==> src/hdl/tea_pkg.sv <==
// Shared types, constants and the TEA mixing function for the block encryptor.
// No dependencies; imported by every module under hdl.
package tea_pkg;

  localparam int WORD_W      = 32;
  localparam int ROUNDS_W    = 11;
  localparam int QUEUE_DEPTH = 2;

  localparam logic [WORD_W-1:0]   DELTA      = 32'h9e37_79b9;
  localparam logic [ROUNDS_W-1:0] ROUNDS_MAX = 11'd1024;
  localparam logic [ROUNDS_W-1:0] ROUNDS_MIN = 11'd1;

  localparam logic [WORD_W-1:0] KEY0_RST = 32'h0123_4567;
  localparam logic [WORD_W-1:0] KEY1_RST = 32'h89ab_cdef;
  localparam logic [WORD_W-1:0] KEY2_RST = 32'h1357_9248;
  localparam logic [WORD_W-1:0] KEY3_RST = 32'h248a_0135;

  localparam int SHL_AMT = 4;
  localparam int SHR_AMT = 5;

  typedef enum logic [2:0] {
    REG_KEY0   = 3'd0,
    REG_KEY1   = 3'd1,
    REG_KEY2   = 3'd2,
    REG_KEY3   = 3'd3,
    REG_ROUNDS = 3'd4
  } tea_reg_e;

  typedef struct packed {
    logic [WORD_W-1:0] plain_first;
    logic [WORD_W-1:0] plain_second;
  } tea_in_t;

  typedef struct packed {
    logic [WORD_W-1:0] cipher_first;
    logic [WORD_W-1:0] cipher_second;
  } tea_out_t;

  typedef struct packed {
    logic [WORD_W-1:0] k0;
    logic [WORD_W-1:0] k1;
    logic [WORD_W-1:0] k2;
    logic [WORD_W-1:0] k3;
  } tea_key_t;

  // one queued block with its round count already clamped
  typedef struct packed {
    tea_in_t             blk;
    logic [ROUNDS_W-1:0] rounds;
  } tea_job_t;

  function automatic logic [WORD_W-1:0] mix_term(
    input logic [WORD_W-1:0] w,
    input logic [WORD_W-1:0] total,
    input logic [WORD_W-1:0] ka,
    input logic [WORD_W-1:0] kb
  );
    return ((w << SHL_AMT) + ka) ^ (w + total) ^ ((w >> SHR_AMT) + kb);
  endfunction

endpackage

==> src/hdl/tea_front.sv <==
// Front end: takes plaintext beats, clamps the round count and queues jobs.
// Depends on tea_pkg.
module tea_front
  import tea_pkg::*;
#(
  parameter int DEPTH = QUEUE_DEPTH
) (
  input  logic                clk,
  input  logic                rst,
  input  logic                plain_valid,
  output logic                plain_ready,
  input  tea_in_t             plain,
  input  logic [ROUNDS_W-1:0] round_count,
  output logic                job_valid,
  input  logic                job_ready,
  output tea_job_t            job
);

  localparam int PTR_W = (DEPTH > 1) ? $clog2(DEPTH) : 1;
  localparam int CNT_W = $clog2(DEPTH + 1);
  localparam logic [PTR_W-1:0] PTR_LAST = PTR_W'(DEPTH - 1);
  localparam logic [CNT_W-1:0] CNT_FULL = CNT_W'(DEPTH);

  tea_job_t            mem [DEPTH];
  logic [PTR_W-1:0]    wr_ptr;
  logic [PTR_W-1:0]    rd_ptr;
  logic [CNT_W-1:0]    count;
  logic [ROUNDS_W-1:0] rounds_clamped;
  logic                push;
  logic                pop;

  always_comb begin
    if (round_count == '0) begin
      rounds_clamped = ROUNDS_MIN;
    end else if (round_count > ROUNDS_MAX) begin
      rounds_clamped = ROUNDS_MAX;
    end else begin
      rounds_clamped = round_count;
    end
  end

  assign plain_ready = (count != CNT_FULL);
  assign job_valid   = (count != '0);
  assign job         = mem[rd_ptr];
  assign push        = plain_valid && plain_ready;
  assign pop         = job_valid && job_ready;

  always_ff @(posedge clk) begin
    if (push) begin
      mem[wr_ptr] <= '{blk: plain, rounds: rounds_clamped};
    end
  end

  always_ff @(posedge clk) begin
    if (rst) begin
      wr_ptr <= '0;
      rd_ptr <= '0;
      count  <= '0;
    end else begin
      if (push) begin
        wr_ptr <= (wr_ptr == PTR_LAST) ? '0 : wr_ptr + 1'b1;
      end
      if (pop) begin
        rd_ptr <= (rd_ptr == PTR_LAST) ? '0 : rd_ptr + 1'b1;
      end
      case ({push, pop})
        2'b10:   count <= count + 1'b1;
        2'b01:   count <= count - 1'b1;
        default: count <= count;
      endcase
    end
  end

endmodule

==> src/hdl/tea_core.sv <==
// Back end: iterative TEA round engine, one full round per clock, plus the
// output register. Depends on tea_pkg.
module tea_core
  import tea_pkg::*;
(
  input  logic     clk,
  input  logic     rst,
  input  tea_key_t key,
  input  logic     job_valid,
  output logic     job_ready,
  input  tea_job_t job,
  output logic     cipher_valid,
  input  logic     cipher_ready,
  output tea_out_t cipher
);

  logic                busy;
  logic [ROUNDS_W-1:0] cnt;
  logic [WORD_W-1:0]   left;
  logic [WORD_W-1:0]   right;
  logic [WORD_W-1:0]   total;
  logic [WORD_W-1:0]   total_next;
  logic [WORD_W-1:0]   left_next;
  logic [WORD_W-1:0]   right_next;
  logic                stepping;
  logic                finish;

  assign total_next = total + DELTA;
  assign left_next  = left + mix_term(right, total_next, key.k0, key.k1);
  assign right_next = right + mix_term(left_next, total_next, key.k2, key.k3);

  assign stepping  = busy && (cnt != '0);
  // rounds done and the output register free, or freeing this cycle
  assign finish    = busy && (cnt == '0) && (!cipher_valid || cipher_ready);
  assign job_ready = !busy || finish;

  always_ff @(posedge clk) begin
    if (job_valid && job_ready) begin
      left  <= job.blk.plain_first;
      right <= job.blk.plain_second;
      total <= '0;
    end else if (stepping) begin
      left  <= left_next;
      right <= right_next;
      total <= total_next;
    end
  end

  always_ff @(posedge clk) begin
    if (finish) begin
      cipher <= '{cipher_first: left, cipher_second: right};
    end
  end

  always_ff @(posedge clk) begin
    if (rst) begin
      busy         <= 1'b0;
      cnt          <= '0;
      cipher_valid <= 1'b0;
    end else begin
      if (job_valid && job_ready) begin
        busy <= 1'b1;
        cnt  <= job.rounds;
      end else if (finish) begin
        busy <= 1'b0;
      end else if (stepping) begin
        cnt <= cnt - 1'b1;
      end
      if (finish) begin
        cipher_valid <= 1'b1;
      end else if (cipher_ready) begin
        cipher_valid <= 1'b0;
      end
    end
  end

endmodule

==> src/hdl/tea_block_encrypt.sv <==
// TEA block encryptor. An accepted block is queued, runs N rounds in the
// round engine and is registered at the output, N being the clamped round
// count (1..1024, 1024 after reset). The single round engine does one full
// round a clock; a small job queue keeps the input side taking beats meanwhile.
// Reset restores the default key and 1024 rounds and empties queue and engine.
// Depends on tea_pkg, tea_front and tea_core.
module tea_block_encrypt
  import tea_pkg::*;
#(
  parameter int DEPTH = QUEUE_DEPTH
) (
  input  logic              clk,
  input  logic              rst,
  input  logic              plain_valid,
  output logic              plain_ready,
  input  tea_in_t           plain,
  output logic              cipher_valid,
  input  logic              cipher_ready,
  output tea_out_t          cipher,
  input  logic              cfg_wen,
  input  logic [2:0]        cfg_index,
  input  logic [WORD_W-1:0] cfg_data
);

  tea_key_t            key;
  logic [ROUNDS_W-1:0] round_count;
  logic                job_valid;
  logic                job_ready;
  tea_job_t            job;

  always_ff @(posedge clk) begin
    if (rst) begin
      key         <= '{k0: KEY0_RST, k1: KEY1_RST, k2: KEY2_RST, k3: KEY3_RST};
      round_count <= ROUNDS_MAX;
    end else if (cfg_wen) begin
      unique case (tea_reg_e'(cfg_index))
        REG_KEY0:   key.k0      <= cfg_data;
        REG_KEY1:   key.k1      <= cfg_data;
        REG_KEY2:   key.k2      <= cfg_data;
        REG_KEY3:   key.k3      <= cfg_data;
        REG_ROUNDS: round_count <= cfg_data[ROUNDS_W-1:0];
        default:    ;
      endcase
    end
  end

  tea_front #(
    .DEPTH(DEPTH)
  ) u_front (
    .clk         (clk),
    .rst         (rst),
    .plain_valid (plain_valid),
    .plain_ready (plain_ready),
    .plain       (plain),
    .round_count (round_count),
    .job_valid   (job_valid),
    .job_ready   (job_ready),
    .job         (job)
  );

  tea_core u_core (
    .clk          (clk),
    .rst          (rst),
    .key          (key),
    .job_valid    (job_valid),
    .job_ready    (job_ready),
    .job          (job),
    .cipher_valid (cipher_valid),
    .cipher_ready (cipher_ready),
    .cipher       (cipher)
  );

endmodule

==> config.mk <==
export PLATFORM = sky130hd
export DESIGN_NAME = tea_block_encrypt
export DESIGN_NICKNAME = d
export VERILOG_FILES = /design/src/hdl/tea_pkg.sv /design/src/hdl/tea_front.sv /design/src/hdl/tea_core.sv /design/src/hdl/tea_block_encrypt.sv
export SDC_FILE = /design/constraint.sdc
export NUM_CORES = 1
export LEC_CHECK = 0
export BUFFER_PORTS_ARGS = -buffer_cell sky130_fd_sc_hd__buf_2
export CORE_ASPECT_RATIO = 0.6
export CORE_MARGIN = 2
export CORE_UTILIZATION = 46
export DETAILED_ROUTE_END_ITERATION = 10
export SLEW_MARGIN = 25
export SYNTH_ARGS = -nofsm -noshare
export SYNTH_HDL_FRONTEND = slang
export SYNTH_SLANG_ARGS = --single-unit
export TNS_END_PERCENT = 30
==> constraint.sdc <==
create_clock -name clk -period 13.7 [get_ports clk]
set_input_delay 2.055 -clock clk [delete_from_list [all_inputs] [get_ports clk]]
set_output_delay 2.055 -clock clk [all_outputs]
set_load 0.01 [all_outputs]
==> run_summary.xml, run 1 <==
<?xml version="1.0" encoding="UTF-8"?>
<metrics>
  <group name="logic_synthesis">
    <metric name="post_synth_instance_area" unit="µm²">29600</metric>
    <metric name="mappedNetlistNets" unit="">3454</metric>
    <metric name="synthFlopType" unit="">edfxtp_1</metric>
    <metric name="ys.warnings.count" unit="">0</metric>
    <metric name="synthesis_stage_register_bit_count" unit="">467</metric>
    <metric name="ys_types" unit="">81</metric>
    <metric name="synth_cells" unit="">3092</metric>
    <metric name="seq_area_frac_synth" unit="%">41.0</metric>
    <metric name="async_flop_share" unit="%">0</metric>
    <metric name="count_of_flip_flops_with_a_built_in_enable_after_synthesis" unit="">278</metric>
    <metric name="synth_area_per_cell" unit="µm²">9.58</metric>
  </group>
  <group name="placed_design">
    <metric name="dp.cells" unit="">4062</metric>
    <metric name="finalWeightedCongestion" unit="">0.965</metric>
    <metric name="dp_slack" unit="ps">2460</metric>
    <metric name="hpwl" unit="µm">80400</metric>
    <metric name="count_of_buffers_inserted_at_the_top_level_ports" unit="">169</metric>
  </group>
  <group name="final_layout">
    <metric name="n_fill_cell" unit="">5824</metric>
    <metric name="layout-drive-gt1-share" unit="%">9.89</metric>
    <metric name="area_growth" unit="%">11.9</metric>
    <metric name="mostFrequentLayoutCells" unit="">nand2_1 (466), xnor2_1 (315), a21oi_1 (304)</metric>
    <metric name="postLayoutCoreUtil" unit="%">51.7</metric>
    <metric name="layout.nets" unit="">3622</metric>
    <metric name="finish.cell_count_without_fillers" unit="">4149</metric>
    <metric name="sequential_cell_area" unit="µm²">12100</metric>
    <metric name="footprint_of_the_multi_input_gates" unit="µm²">17000</metric>
    <metric name="mostFrequentLayoutCell" unit="">nand2_1</metric>
  </group>
  <group name="sta">
    <metric name="slew_violations" unit="">0</metric>
    <metric name="setup_ws" unit="ps">2090</metric>
    <metric name="setup_tns" unit="ps">0</metric>
    <metric name="setup_viol_count_final" unit="">0</metric>
    <metric name="tightest_slew" unit="ps">1160</metric>
    <metric name="hold_violations" unit="">0</metric>
    <metric name="fin_crit_sh" unit="%">84.7</metric>
    <metric name="fin_worst_skew" unit="ps">24.4</metric>
    <metric name="timing.final.crit_period" unit="ps">11610</metric>
    <metric name="grt_setup_unrepaired" unit="">no</metric>
    <metric name="slew-limit-headroom" unit="%">21.9</metric>
    <metric name="clock.fmax" unit="MHz">86.2</metric>
  </group>
  <group name="global_routing">
    <metric name="track_usage" unit="%">30.8</metric>
    <metric name="grt_start_max_net_pins" unit="">65</metric>
    <metric name="number_of_antenna_violations_at_the_first_check_in_global_routing" unit="">3</metric>
    <metric name="overflow_left_after_global_routing" unit="">0</metric>
    <metric name="first_global_vias" unit="">23146</metric>
    <metric name="grt_first_pass_wirelength" unit="µm">152000</metric>
  </group>
  <group name="clocking">
    <metric name="post_cts_buffers" unit="">0</metric>
    <metric name="clkSlewWorstSetupHoldPaths" unit="ps">70</metric>
    <metric name="cts.sink_count" unit="">467</metric>
    <metric name="tritoncts" unit="">done</metric>
    <metric name="cts_made_buffers" unit="">46</metric>
    <metric name="clock_tree.buffer_depth" unit="">3</metric>
    <metric name="cts_repair_resize_count" unit="">0</metric>
    <metric name="postCtsHoldBufs" unit="">0</metric>
    <metric name="clock_latency" unit="ps">610</metric>
    <metric name="cts-htree-levels" unit="">2</metric>
    <metric name="cts_root_buf" unit="">clkbuf_16</metric>
  </group>
  <group name="critical_path">
    <metric name="worstSetupStartpointType" unit="">register</metric>
    <metric name="worst-path-max-fanout" unit="">9</metric>
    <metric name="setup.worst_path.end_class" unit="">register</metric>
    <metric name="cp.arrival" unit="ps">11950</metric>
    <metric name="worst_ep_required_time" unit="ps">14040</metric>
    <metric name="setup.worst_path.class" unit="">reg2reg</metric>
    <metric name="top_cell_by_count_worst_path" unit="">xnor2_1</metric>
    <metric name="crit_path_top_delay_cell" unit="">o41ai_1</metric>
    <metric name="cp_slowest_stage_delay" unit="ps">790</metric>
    <metric name="critical_path.n_buffers_inverters" unit="">0</metric>
    <metric name="cp_top_family" unit="">compound AO/OA/AOI/OAI gates</metric>
  </group>
  <group name="detailed_routing">
    <metric name="via_per_instance_ratio" unit="">6.03</metric>
    <metric name="via_count" unit="">25028</metric>
    <metric name="detail_route.wl_per_cell" unit="µm">25.1</metric>
    <metric name="drc" unit="">0</metric>
    <metric name="drt.antenna.violating_nets" unit="">0</metric>
    <metric name="postRouteWirelength" unit="µm">104000</metric>
    <metric name="detail_route.iter0.violations" unit="">2970</metric>
    <metric name="dr.pass1.iters" unit="">6</metric>
  </group>
  <group name="floorplanning">
    <metric name="chip_width" unit="µm">332</metric>
    <metric name="core_area" unit="µm²">64100</metric>
    <metric name="initial_utilization" unit="%">46.2</metric>
    <metric name="fp-row-count" unit="">72</metric>
    <metric name="fp.dieH" unit="µm">201</metric>
    <metric name="boundaryPins" unit="">170</metric>
    <metric name="die-area" unit="µm²">66500</metric>
  </group>
  <group name="job">
    <metric name="timing.max_cap.violations" unit="">0</metric>
  </group>
  <group name="hold_path">
    <metric name="min-delay-path-class" unit="">reg2reg</metric>
  </group>
  <group name="status">
    <metric name="run_status" unit="">completed</metric>
  </group>
</metrics>
-- Yosys cell counts, types with 19 or more instances --
| library cell | number | area (µm²) |
|---|---|---|
| a21o_1 | 124 | 931 |
| xnor2_1 | 317 | 2780 |
| clkbuf_1 | 87 | 327 |
| dfxtp_1 | 189 | 3780 |
| a211oi_1 | 27 | 203 |
| nand3_1 | 54 | 270 |
| and3_1 | 28 | 175 |
| xor2_1 | 70 | 613 |
| ha_1 | 250 | 3130 |
| nor2b_1 | 35 | 219 |
| nor3_1 | 35 | 175 |
| a31oi_1 | 19 | 119 |
| nand3b_1 | 62 | 465 |
| nor2_1 | 140 | 526 |
| mux2i_1 | 67 | 671 |
| nand2b_1 | 38 | 238 |
| o21ai_0 | 178 | 891 |
| nand2_1 | 467 | 1750 |
| o21a_1 | 24 | 180 |
| a21oi_1 | 304 | 1520 |
| o21bai_1 | 31 | 233 |
| edfxtp_1 | 278 | 8350 |
| inv_1 | 54 | 203 |
-- stage by stage --
step                hold WS, ps  cell area, µm²
global route                475           33100
global placement            446           31500
CTS                         463           33100
detailed placement          454           31600
floorplan                   433           29600
finish                      461           33100
-- worst paths after layout --
path	startpoint	endpoint	slack (ps)	cells after the start
worst max-delay path	u_core.total[2]$_SDFFE_PP0P_	u_core.right[30]$_DFFE_PP_	2090	42
worst min-delay path	key[111]$_SDFFE_PP0P_	key[111]$_SDFFE_PP0P_	460	2
worst max register to register	u_core.total[2]$_SDFFE_PP0P_	u_core.right[30]$_DFFE_PP_	2090	42
worst min register to register	key[111]$_SDFFE_PP0P_	key[111]$_SDFFE_PP0P_	460	2
-- registers in the layout (all words and copies together), names as in the netlist, 2 cells and up, named ones only --
name,cells
key,128
round_count,11
u_core.cipher,64
u_core.cnt,11
u_core.left,32
u_core.right,32
u_core.total,32
u_front.count,2
u_front.mem,150
-- layer usage --
| metal | global-route usage, % | share of wire [%] |
|---|---|---|
| met1 | 50.7 | 49 |
| met2 | 38.2 | 36 |
| met3 | 9.17 | 13 |
| met4 | 5.61 | 1.4 |
| met5 | 0 | 0 |
-- final cells by class --
class | count | area share (%)
multi-input combinational | 2478 | 51.3
sequential | 467 | 36.6
clock buffer | 58 | 3.76
timing repair buffer | 212 | 3.63
tap | 851 | 3.21
clock inverter | 26 | 0.838
inverter | 55 | 0.627
antenna | 2 | 0.0151
-- worst min-delay path, cell delays in order (launching register included) --
cell and delay, ps:
dfxtp_1 310, nand2_1 50, a21oi_1 50
-- kinds of logic after synthesis --
kind of cell,share of synthesized area (%)
simple gates,14.6
compound gates,17.4
flops,41.0
xor+xnor,11.7
fa+ha+maj,11.1
buf+inv,1.87
mux,2.38
Power of run 1 is not shown: default switching activity piles up to over one toggle a cycle in this logic, so the estimate is an artifact.
==> run 2, diff against run 1 <==
--- a/config.mk
+++ b/config.mk
@@ -5,6 +5,7 @@
 export SDC_FILE = /design/constraint.sdc
 export NUM_CORES = 1
 export LEC_CHECK = 0
+export ABC_AREA = 1
 export BUFFER_PORTS_ARGS = -buffer_cell sky130_fd_sc_hd__buf_2
 export CORE_ASPECT_RATIO = 0.6
 export CORE_MARGIN = 2
==> constraint.sdc (replaced) <==
create_clock -name clk -period 11.5 [get_ports clk]
set_input_delay 1.725 -clock clk [delete_from_list [all_inputs] [get_ports clk]]
set_output_delay 1.725 -clock clk [all_outputs]
set_load 0.01 [all_outputs]
==> run_summary.xml, run 2 <==
<?xml version="1.0" encoding="UTF-8"?>
<metrics>
  <group name="hold_path">
    <metric name="min-delay-path-class" unit="">reg2reg</metric>
    <metric name="hold_start" unit="">u_front.rd_ptr$_SDFFE_PP0P_</metric>
    <metric name="min_path_cells" unit="">1</metric>
  </group>
  <group name="global_routing">
    <metric name="grt_first_pass_wirelength" unit="µm">155000</metric>
    <metric name="grt_start_max_net_pins" unit="">85</metric>
    <metric name="number_of_antenna_violations_at_the_first_check_in_global_routing" unit="">6</metric>
    <metric name="first_global_vias" unit="">25054</metric>
    <metric name="track_usage" unit="%">30.5</metric>
    <metric name="overflow_left_after_global_routing" unit="">0</metric>
  </group>
  <group name="sta">
    <metric name="slew-limit-headroom" unit="%">24.6</metric>
    <metric name="slew_violations" unit="">0</metric>
    <metric name="grt_setup_unrepaired" unit="">no</metric>
    <metric name="tightest_slew" unit="ps">1120</metric>
    <metric name="hold_violations" unit="">0</metric>
    <metric name="fin_worst_skew" unit="ps">26.4</metric>
    <metric name="final.hold.worst_slack" unit="ps">440</metric>
    <metric name="clock.fmax" unit="MHz">100</metric>
    <metric name="setup_tns" unit="ps">0</metric>
    <metric name="timing.final.crit_period" unit="ps">9980</metric>
    <metric name="setup_viol_count_final" unit="">0</metric>
    <metric name="fin_crit_sh" unit="%">86.7</metric>
  </group>
  <group name="logic_synthesis">
    <metric name="synth.area.top_cells" unit="">edfxtp_1 (27%), dfxtp_1 (12%), nand2_1 (11%), ha_1 (10%), xor2_1 (6.2%)</metric>
    <metric name="synth.largest_area_cell" unit="">edfxtp_1</metric>
    <metric name="ys_types" unit="">59</metric>
    <metric name="post_synth_instance_area" unit="µm²">30600</metric>
    <metric name="ys.warnings.count" unit="">0</metric>
    <metric name="seq_area_frac_synth" unit="%">39.6</metric>
    <metric name="synthFlopType" unit="">edfxtp_1</metric>
    <metric name="synthesis_stage_register_bit_count" unit="">467</metric>
    <metric name="mappedNetlistNets" unit="">4117</metric>
    <metric name="count_of_flip_flops_with_a_built_in_enable_after_synthesis" unit="">278</metric>
    <metric name="synth_cells" unit="">3755</metric>
    <metric name="synthMostInstantiatedCell" unit="">nand2_1</metric>
    <metric name="async_flop_share" unit="%">0</metric>
    <metric name="synthDominantCellAreaShare" unit="%">27.3</metric>
    <metric name="synth_area_per_cell" unit="µm²">8.16</metric>
    <metric name="netlist_top_cells_count" unit="">nand2_1 (859), nor2_1 (402), inv_1 (324), edfxtp_1 (278), a21oi_1 (267)</metric>
  </group>
  <group name="detailed_routing">
    <metric name="detail_route.wl_per_cell" unit="µm">21.7</metric>
    <metric name="detail_route.iter0.violations" unit="">3046</metric>
    <metric name="postRouteWirelength" unit="µm">106000</metric>
    <metric name="drc" unit="">0</metric>
    <metric name="dr.pass1.iters" unit="">6</metric>
    <metric name="drt.antenna.violating_nets" unit="">0</metric>
    <metric name="via_per_instance_ratio" unit="">5.55</metric>
    <metric name="via_count" unit="">27016</metric>
  </group>
  <group name="critical_path">
    <metric name="worst-path-max-fanout" unit="">5</metric>
    <metric name="crit_path_top_delay_cell" unit="">xnor2_1</metric>
    <metric name="rr_worst_depth" unit="">48</metric>
    <metric name="worstSetupStartpointType" unit="">register</metric>
    <metric name="rrSetupSlack" unit="ps">1520</metric>
    <metric name="setup.worst_path.class" unit="">reg2reg</metric>
    <metric name="cp_slowest_stage_delay" unit="ps">820</metric>
    <metric name="top_cell_by_count_worst_path" unit="">nand2_1</metric>
    <metric name="cp.arrival" unit="ps">10360</metric>
    <metric name="setup.worst_path.end_class" unit="">register</metric>
    <metric name="worst_r2r_endpoint" unit="">u_core.right[31]$_DFFE_PP_</metric>
    <metric name="worst_ep_required_time" unit="ps">11880</metric>
    <metric name="origin_of_the_critical_flop_to_flop_path" unit="">u_core.total[1]$_SDFFE_PP0P_</metric>
  </group>
  <group name="final_layout">
    <metric name="top_register" unit="">u_front.mem</metric>
    <metric name="mostFrequentLayoutCells" unit="">nand2_1 (859), nor2_1 (395), inv_1 (321)</metric>
    <metric name="layout.nets" unit="">4287</metric>
    <metric name="largest_register_ff_count" unit="">150</metric>
    <metric name="largestRegisters" unit="">u_front.mem x150, key x128, u_core.cipher x64</metric>
    <metric name="mostFrequentLayoutCell" unit="">nand2_1</metric>
    <metric name="area_growth" unit="%">11.4</metric>
    <metric name="sequential_cell_area" unit="µm²">12100</metric>
    <metric name="post-route-cell-area" unit="µm²">34100</metric>
    <metric name="n_fill_cell" unit="">6375</metric>
    <metric name="layout-drive-gt1-share" unit="%">8.50</metric>
    <metric name="footprint_of_the_multi_input_gates" unit="µm²">17000</metric>
  </group>
  <group name="clocking">
    <metric name="cts-htree-levels" unit="">2</metric>
    <metric name="clock_tree.buffer_depth" unit="">3</metric>
    <metric name="cts_repair_resize_count" unit="">0</metric>
    <metric name="post_cts_buffers" unit="">0</metric>
    <metric name="tritoncts" unit="">done</metric>
    <metric name="clkSlewWorstSetupHoldPaths" unit="ps">70</metric>
    <metric name="clock_latency" unit="ps">640</metric>
    <metric name="cts.sink_count" unit="">467</metric>
    <metric name="cts_made_buffers" unit="">47</metric>
    <metric name="postCtsHoldBufs" unit="">0</metric>
    <metric name="cts_root_buf" unit="">clkbuf_16</metric>
  </group>
  <group name="status">
    <metric name="run_status" unit="">completed</metric>
  </group>
  <group name="floorplanning">
    <metric name="boundaryPins" unit="">170</metric>
    <metric name="fp-row-count" unit="">73</metric>
    <metric name="core_area" unit="µm²">66000</metric>
    <metric name="die-area" unit="µm²">68700</metric>
    <metric name="initial_utilization" unit="%">46.4</metric>
    <metric name="fp.dieH" unit="µm">204</metric>
    <metric name="chip_width" unit="µm">337</metric>
  </group>
  <group name="placed_design">
    <metric name="hpwl" unit="µm">82000</metric>
    <metric name="count_of_buffers_inserted_at_the_top_level_ports" unit="">169</metric>
    <metric name="dpl-instance-area" unit="µm²">32600</metric>
    <metric name="finalWeightedCongestion" unit="">0.998</metric>
  </group>
  <group name="job">
    <metric name="timing.max_cap.violations" unit="">0</metric>
  </group>
</metrics>
## run 2: cell types whose count changed in the layout (fill, tap and decap cells not counted), moves of 37 or more
| cell | delta |
|---|---|
| nand2_1 | +393 |
| inv_1 | +268 |
| nor2_1 | +257 |
| xnor2_1 | -180 |
| xor2_1 | +149 |
| nand3_1 | +115 |
| a21o_1 | -88 |
| mux2i_1 | -63 |
| a31oi_1 | +59 |
| nand3b_1 | -58 |
| nand2b_1 | -38 |
| a21oi_1 | -37 |
## run 2: metal layers
metal  up-vias  GRT usage (%)  share of wire [%]
li1      13076              -                  -
met1     12629           45.3                 46
met2      1152           39.2                 37
met3       151           14.1                 15
met4         8           6.27                1.9
met5         -           1.91               0.21
## run 2: how the worst max path moves through the flow
stage	startpoint	endpoint	slack (ps)	cells after the start
3_3_place_gp	u_core.total[0]$_SDFFE_PP0P_	u_core.right[31]$_DFFE_PP_	1970	48
6_report	u_core.total[1]$_SDFFE_PP0P_	u_core.right[31]$_DFFE_PP_	1520	48
3_5_place_dp	u_core.total[1]$_SDFFE_PP0P_	u_core.right[31]$_DFFE_PP_	1950	48
5_1_grt	u_core.total[1]$_SDFFE_PP0P_	u_core.right[31]$_DFFE_PP_	930	49
4_1_cts	u_core.total[1]$_SDFFE_PP0P_	u_core.right[31]$_DFFE_PP_	1910	48
2_1_floorplan	u_core.total[0]$_SDFFE_PP0P_	u_core.right[31]$_DFFE_PP_	4140	56
## run 2: worst max-delay path: cells and delay by family (launching register included)
kind	cells	cell delay (ps)
flops	1	350
buf+inv	3	220
simple gates	16	1390
compound gates	18	3940
xor+xnor	6	2120
fa+ha+maj	5	1710
## run 2: cells by family (layout without fill, tap and decap cells)
family	Yosys count	in the layout	share of synthesized area (%)
other	0	4	0
DFF	467	467	39.6
xor gates and xnor gates	354	354	10.2
adders and majority gates	258	258	10.7
muxes	4	4	0.131
and+or+nand+nor	1530	1530	20.2
AOI/OAI and AO/OA	731	731	14.0
buffers and inverters	411	620	5.16
## run 2: cell type report
cell class	instances	area share [%]
inverters	328	3.63
flip-flops and latches	467	35.6
diodes	4	0.0293
clock buffers	66	3.84
well taps	900	3.30
repair buffers	204	3.27
multi-input cells	2877	49.8
clock inverters	22	0.598
## run 2: metrics by stage
| step | cells | worst slack [ps] | utilization, % |
|---|---|---|---|
| CTS | 4864 | 1910 | 51.6 |
| global placement | 4776 | 1970 | 49.3 |
| global route | 4865 | 933 | 51.6 |
| detailed placement | 4776 | 1950 | 49.3 |
| floorplan | 3755 | 4140 | - |
| finish | 4868 | 1520 | 51.6 |
Power of run 2 is left out for the same reason.
